==> config.mk <==
export PLATFORM = sky130hd
export DESIGN_NAME = integer_to_roman_numeral
export DESIGN_NICKNAME = d
export VERILOG_FILES = /design/src/hw/rtl/i2r_pkg.sv /design/src/hw/rtl/integer_to_roman_numeral.sv
export SDC_FILE = /design/constraint.sdc
export NUM_CORES = 1
export LEC_CHECK = 0
export ABC_CLOCK_PERIOD_IN_PS = 6800
export BUFFER_PORTS_ARGS = -buffer_cell sky130_fd_sc_hd__clkbuf_2
export CORE_MARGIN = 5
export CORE_UTILIZATION = 35
export CTS_CLUSTER_DIAMETER = 150
export DETAILED_ROUTE_END_ITERATION = 10
export PLACE_DENSITY_LB_ADDON = 0.12
export SLEW_MARGIN = 30
export SYNTH_ARGS = -nofsm -noshare
export SYNTH_HDL_FRONTEND = slang
export SYNTH_SLANG_ARGS = --single-unit
==> constraint.sdc <==
create_clock -name aclk -period 6.8 [get_ports aclk]
set_input_delay 0.34 -clock aclk [delete_from_list [all_inputs] [get_ports aclk]]
set_output_delay 0.34 -clock aclk [all_outputs]
set_load 0.03 [all_outputs]
==> src/hw/rtl/i2r_pkg.sv <==
// Types, constants and the numeral table of the Roman numeral converter.
package i2r_pkg;

    localparam int VALUE_W   = 12;
    localparam int SYMBOL_W  = 8;
    localparam int ENTRIES   = 13;
    localparam int IDX_W     = $clog2(ENTRIES);

    localparam logic [VALUE_W-1:0] MAX_VALUE = 12'd3999;

    localparam logic [SYMBOL_W-1:0] CH_NONE = 8'h00;
    localparam logic [SYMBOL_W-1:0] CH_I    = 8'h49;
    localparam logic [SYMBOL_W-1:0] CH_V    = 8'h56;
    localparam logic [SYMBOL_W-1:0] CH_X    = 8'h58;
    localparam logic [SYMBOL_W-1:0] CH_L    = 8'h4C;
    localparam logic [SYMBOL_W-1:0] CH_C    = 8'h43;
    localparam logic [SYMBOL_W-1:0] CH_D    = 8'h44;
    localparam logic [SYMBOL_W-1:0] CH_M    = 8'h4D;

    // Sequencer states, one-hot.
    typedef enum logic [2:0] {
        ST_IDLE   = 3'b001,
        ST_RUN    = 3'b010,
        ST_SECOND = 3'b100
    } state_t;

    // One row of the greedy numeral table.
    typedef struct packed {
        logic [VALUE_W-1:0]  weight;
        logic [SYMBOL_W-1:0] first;
        logic [SYMBOL_W-1:0] second;
        logic                pair;
    } entry_t;

    // Table of numeral weights, largest first; subtractive forms are letter pairs.
    function automatic entry_t table_entry(input logic [IDX_W-1:0] idx);
        entry_t e;
        unique case (idx)
            4'd0:    e = '{12'd1000, CH_M, CH_NONE, 1'b0};
            4'd1:    e = '{12'd900,  CH_C, CH_M,    1'b1};
            4'd2:    e = '{12'd500,  CH_D, CH_NONE, 1'b0};
            4'd3:    e = '{12'd400,  CH_C, CH_D,    1'b1};
            4'd4:    e = '{12'd100,  CH_C, CH_NONE, 1'b0};
            4'd5:    e = '{12'd90,   CH_X, CH_C,    1'b1};
            4'd6:    e = '{12'd50,   CH_L, CH_NONE, 1'b0};
            4'd7:    e = '{12'd40,   CH_X, CH_L,    1'b1};
            4'd8:    e = '{12'd10,   CH_X, CH_NONE, 1'b0};
            4'd9:    e = '{12'd9,    CH_I, CH_X,    1'b1};
            4'd10:   e = '{12'd5,    CH_V, CH_NONE, 1'b0};
            4'd11:   e = '{12'd4,    CH_I, CH_V,    1'b1};
            default: e = '{12'd1,    CH_I, CH_NONE, 1'b0};
        endcase
        return e;
    endfunction

endpackage

==> src/hw/rtl/integer_to_roman_numeral.sv <==
// The sequencer walks the table from the largest weight; a weight that does not fit is passed over with no letter.
// Throughput: one letter per cycle while weights fit and the receiver is ready, set by the
// single compare-and-subtract unit.
// An out-of-range value gives its error transaction in the cycle after acceptance.
// A new value is taken only once the previous numeral has been fully issued.
// Reset (aresetn low, synchronous) clears the sequencer and the output valid.
module integer_to_roman_numeral (
    input  logic        aclk,
    input  logic        aresetn,
    input  logic        s_tvalid,
    output logic        s_tready,
    input  logic [15:0] s_tdata,   // [11:0] value, [15:12] zero
    output logic        m_tvalid,
    input  logic        m_tready,
    output logic [7:0]  m_tdata,   // [7:0] symbol
    output logic        m_tlast,   // last
    output logic        m_tuser    // [0] error
);
    import i2r_pkg::*;

    state_t               state_reg,  state_next;
    logic [VALUE_W-1:0]   rem_reg,    rem_next;
    logic [IDX_W-1:0]     idx_reg,    idx_next;
    logic                 valid_reg,  valid_next;
    logic [SYMBOL_W-1:0]  symbol_reg, symbol_next;
    logic                 last_reg,   last_next;
    logic                 error_reg,  error_next;

    logic                 out_free;
    logic                 in_accept;
    logic [VALUE_W-1:0]   in_value;
    logic                 in_bad;
    entry_t               entry;
    logic                 fits;
    logic [VALUE_W-1:0]   diff;

    // The output register may be loaded when empty or when being emptied.
    assign out_free  = !valid_reg || m_tready;
    assign s_tready  = (state_reg == ST_IDLE) && out_free;
    assign in_accept = s_tvalid && s_tready;
    assign in_value  = s_tdata[VALUE_W-1:0];
    assign in_bad    = (in_value == '0) || (in_value > MAX_VALUE);

    // Shared compare-and-subtract unit against the current table weight.
    assign entry = table_entry(idx_reg);
    assign fits  = rem_reg >= entry.weight;
    assign diff  = rem_reg - entry.weight;

    // Sequencer and output register loading.
    always_comb begin
        state_next  = state_reg;
        rem_next    = rem_reg;
        idx_next    = idx_reg;
        valid_next  = valid_reg && !m_tready;
        symbol_next = symbol_reg;
        last_next   = last_reg;
        error_next  = error_reg;
        unique case (state_reg)
            ST_IDLE: begin
                if (in_accept) begin
                    if (in_bad) begin
                        valid_next  = 1'b1;
                        symbol_next = CH_NONE;
                        last_next   = 1'b1;
                        error_next  = 1'b1;
                    end else begin
                        rem_next   = in_value;
                        idx_next   = '0;
                        state_next = ST_RUN;
                    end
                end
            end
            ST_RUN: begin
                if (!fits) begin
                    idx_next = idx_reg + IDX_W'(1);
                end else if (out_free) begin
                    valid_next  = 1'b1;
                    symbol_next = entry.first;
                    error_next  = 1'b0;
                    rem_next    = diff;
                    if (entry.pair) begin
                        last_next  = 1'b0;
                        state_next = ST_SECOND;
                    end else begin
                        last_next = (diff == '0);
                        if (diff == '0) begin
                            state_next = ST_IDLE;
                        end
                    end
                end
            end
            ST_SECOND: begin
                if (out_free) begin
                    valid_next  = 1'b1;
                    symbol_next = entry.second;
                    error_next  = 1'b0;
                    last_next   = (rem_reg == '0);
                    idx_next    = idx_reg + IDX_W'(1);
                    state_next  = (rem_reg == '0) ? ST_IDLE : ST_RUN;
                end
            end
            default: begin
                state_next = ST_IDLE;
            end
        endcase
    end

    // Control registers with reset.
    always_ff @(posedge aclk) begin
        if (!aresetn) begin
            state_reg <= ST_IDLE;
            valid_reg <= 1'b0;
        end else begin
            state_reg <= state_next;
            valid_reg <= valid_next;
        end
    end

    // Payload registers.
    always_ff @(posedge aclk) begin
        rem_reg    <= rem_next;
        idx_reg    <= idx_next;
        symbol_reg <= symbol_next;
        last_reg   <= last_next;
        error_reg  <= error_next;
    end

    assign m_tvalid = valid_reg;
    assign m_tdata  = symbol_reg;
    assign m_tlast  = last_reg;
    assign m_tuser  = error_reg;

endmodule

==> flow_metrics.py <==
metrics = {
    "run_status": {
        "outcome": "completed",
    },
    "hold_path": {
        "min_path_type": "in -> reg",
        "whs_endpoint": "state_reg[0]",
        "hp-start": "aresetn",
        "holdPathStages": 2,
    },
    "power": {
        "ir_drop_mv": 0.156,
        "power.density_nw_per_um2": 549,
        "swShare_pct": 46.9,
        "power_frac_clock_pct": 11.1,
        "comb_power_share_pct": 62.2,
        "p_sw_mw": 0.881,
        "p_leak_nw": 1.41,
        "seqPwrFrac_pct": 26.8,
        "p_int_mw": 0.997,
    },
    "setup_path": {
        "slowest_delay_ps": 730,
        "start_kind": "register",
        "r2r_cells": 13,
        "crit_path_max_fanout": 13,
        "critPathKind": "reg -> reg",
        "cp.arrival_ps": 4330,
        "path_cells": "inv_1 > ha_1 > fa_1 > nand2b_4 > o2bb2ai_2 > a211oi_2 > o31ai_4 > and3_1 > mux2i_1 > inv_1 > ha_1 > a211o_1 > nand2_1",
        "required_ps": 7040,
        "regToRegSetupSlack_ps": 2720,
        "crit_buf_inv": 2,
        "cp-end-kind": "register",
        "cpMaxStageDelayCell": "mux2i_1",
        "r2r_end": "entry[19]",
        "regToRegStartpoint": "rem_reg[0]",
        "cpLargestDelayFamily": "compound AO/OA/AOI/OAI gates",
    },
    "placement": {
        "gp_congestion": 0.801,
        "dp_hpwl_mm": 5.75,
        "dp_slack_ps": 2760,
        "dp.cells": 460,
        "portBuffers": 25,
    },
    "sta": {
        "min_period_ps": 4080,
        "hold_viol": 0,
        "tns_ps": 0,
        "grt_setup_unrepaired": "no",
        "relSlewSlack_pct": 48.2,
        "maxSlewViolCount": 0,
        "whs_ps": 303,
        "tightest_slew_ps": 755,
        "skew_ps": 8.44,
        "max_freq_mhz": 245,
        "fin_crit_sh_pct": 60.1,
        "setup_viol": 0,
        "setup_ws_ps": 2720,
    },
    "route": {
        "drt-vias-per-instance": 5.38,
        "drc": 0,
        "dr_total_vias": 2518,
        "wl_mm": 7.32,
        "ant_nets": 0,
        "drtIter0Drc": 101,
        "drt-pass1-iter-count": 6,
        "wl_per_cell_um": 15.6,
    },
    "layout": {
        "multi_input_area_sq_um": 1760,
        "seq_area_sq_um": 1200,
        "syn2layout_area_growth_pct": 9.62,
        "instances_no_fill": 468,
        "diodes": 0,
        "fin_nets": 398,
        "n_fill_cell": 892,
        "largest_reg_flops": 20,
        "drive_above_1_share_pct": 15.0,
    },
    "synth": {
        "ys_seq_elements": 48,
        "ys_warn_count": 0,
        "synth_edf_count": 24,
        "ys_top_cells_by_area": "edfxtp_1 (23%), dfxtp_1 (15%), ha_1 (7.2%)",
        "yosysTopAreaCell": "edfxtp_1",
        "synth_area_per_cell_sq_um": 9.21,
        "synthDistinctLibCells": 67,
        "async_reset_ff_share_pct": 0,
        "synth-seq-area-share_pct": 38.5,
        "syn_inst": 339,
        "ys.flop_type": "edfxtp_1",
        "synth_top_area_share_pct": 23.1,
        "synth_area_sq_um": 3120,
    },
    "run": {
        "drv_cap": 0,
    },
    "floorplan": {
        "die_w_um": 104,
        "dieArea_sq_um": 10900,
        "rows": 34,
        "ios": 32,
        "dieHeight_um": 104,
        "start_util_pct": 35.8,
        "core_sq_um": 8720,
    },
    "grt": {
        "grt_pass1_wl_mm": 12.1,
        "track_usage_pct": 13.6,
        "grt_max_degree": 23,
        "antenna_found_initial": 0,
        "grt_overflow": 0,
        "first_global_vias": 2368,
    },
    "clocking": {
        "clkTransAtPathRegs_ps": 90,
        "cts_hold_buf": 0,
        "cts_tree": "done",
        "post_cts_buffers": 0,
        "cts-root-buf": "clkbuf_8",
        "numCtsBuffers": 5,
        "cts.sinks": 48,
        "cts_max_level": 2,
        "worstSkewPairLatency_ps": 300,
        "clk_path_buf_depth": 2,
        "cts_resized": 0,
    },
}
-- worst max path at each step --
stage,start,to,slack (ps),cells past startpoint
after global routing,rem_reg[0],entry[19],2370,13
after global placement,rem_reg[9],entry[19],2710,10
after floorplan,rem_reg[0],entry[19],3500,14
after CTS,rem_reg[0],entry[19],2730,13
final,rem_reg[0],entry[19],2720,13
after detailed placement,rem_reg[0],entry[19],2760,13
-- per-stage QoR --
| step | util (%) | power, mW | instance area, sq um |
|---|---|---|---|
| final | 39.3 | 1.88 | 3420 |
| after global placement | 38.0 | 1.68 | 3310 |
| after floorplan | - | 1.45 | 3130 |
| after global routing | 39.3 | 2.05 | 3420 |
| after detailed placement | 38.0 | 1.67 | 3310 |
| after CTS | 39.3 | 1.89 | 3420 |
-- cells in the final DEF, fill, tap and decap left out, types with 8 or more instances in the layout --
cell type	n
nand2_1	50
clkbuf_2	25
dfxtp_1	24
edfxtp_1	24
a21oi_1	22
inv_1	18
nor2_1	18
ha_1	18
o21ai_0	12
a22o_1	10
nand3_1	9
xnor2_1	8
-- power groups by stage --
stage	registers [mW]	logic, mW	clock network (mW)
3_3_place_gp	0.509	1.17	0
3_5_place_dp	0.509	1.17	0
6_report	0.502	1.17	0.208
5_1_grt	0.516	1.31	0.226
2_1_floorplan	0.505	0.941	0
4_1_cts	0.504	1.17	0.213
-- kinds of logic (layout without fill, tap and decap cells) --
kind of cell	count (synthesis)	after routing	share of synthesized area, %
other cells	1	2	0.120
fa+ha+maj	19	19	7.85
compound gates	94	94	23.4
flops	48	48	38.5
simple gates	125	125	19.5
mux	6	6	2.36
buf+inv	35	55	5.29
xor+xnor	11	11	3.09
-- cell usage after synthesis (all sizes together), types with 3 or more instances --
| cell type | number |
|---|---|
| and3 | 6 |
| mux2i | 4 |
| edfxtp | 24 |
| buf | 9 |
| a211o | 3 |
| o2111ai | 3 |
| nand4 | 4 |
| nand3 | 9 |
| clkbuf | 6 |
| inv | 20 |
| and2 | 4 |
| nor2 | 21 |
| a21o | 5 |
| nor3 | 7 |
| a211oi | 3 |
| o211ai | 5 |
| xor2 | 3 |
| nand2b | 5 |
| nand2 | 52 |
| o2bb2ai | 3 |
| xnor2 | 8 |
| dfxtp | 24 |
| nor4 | 6 |
| a21oi | 23 |
| o21ai | 14 |
| nor2b | 5 |
| a22o | 10 |
| o31ai | 4 |
| ha | 18 |
-- final cells by class --
| cell class | count | share of cell area, % |
|---|---|---|
| timing repair buffer | 27 | 4.09 |
| inverter | 20 | 2.19 |
| multi-input combinational | 257 | 51.4 |
| sequential | 48 | 35.1 |
| tap | 108 | 3.95 |
| clock inverter | 3 | 1.24 |
| clock buffer | 5 | 2.01 |
-- metal layers --
metal	vias to the layer above	track usage (%)	part of all wire, %
li1	1279	-	-
met1	1167	20.3	51
met2	63	19.6	42
met3	9	3.17	5.3
met4	0	3.52	1.4
met5	-	0	0
-- worst reg2reg max path: stages, from the launching register on --
cell	delay, ps
edfxtp_1	390
inv_1	70
ha_1	210
fa_1	250
nand2b_4	160
o2bb2ai_2	150
a211oi_2	150
o31ai_4	340
and3_1	670
mux2i_1	730
inv_1	190
ha_1	390
a211o_1	270
nand2_1	60
(Power assumes the default switching activity.)
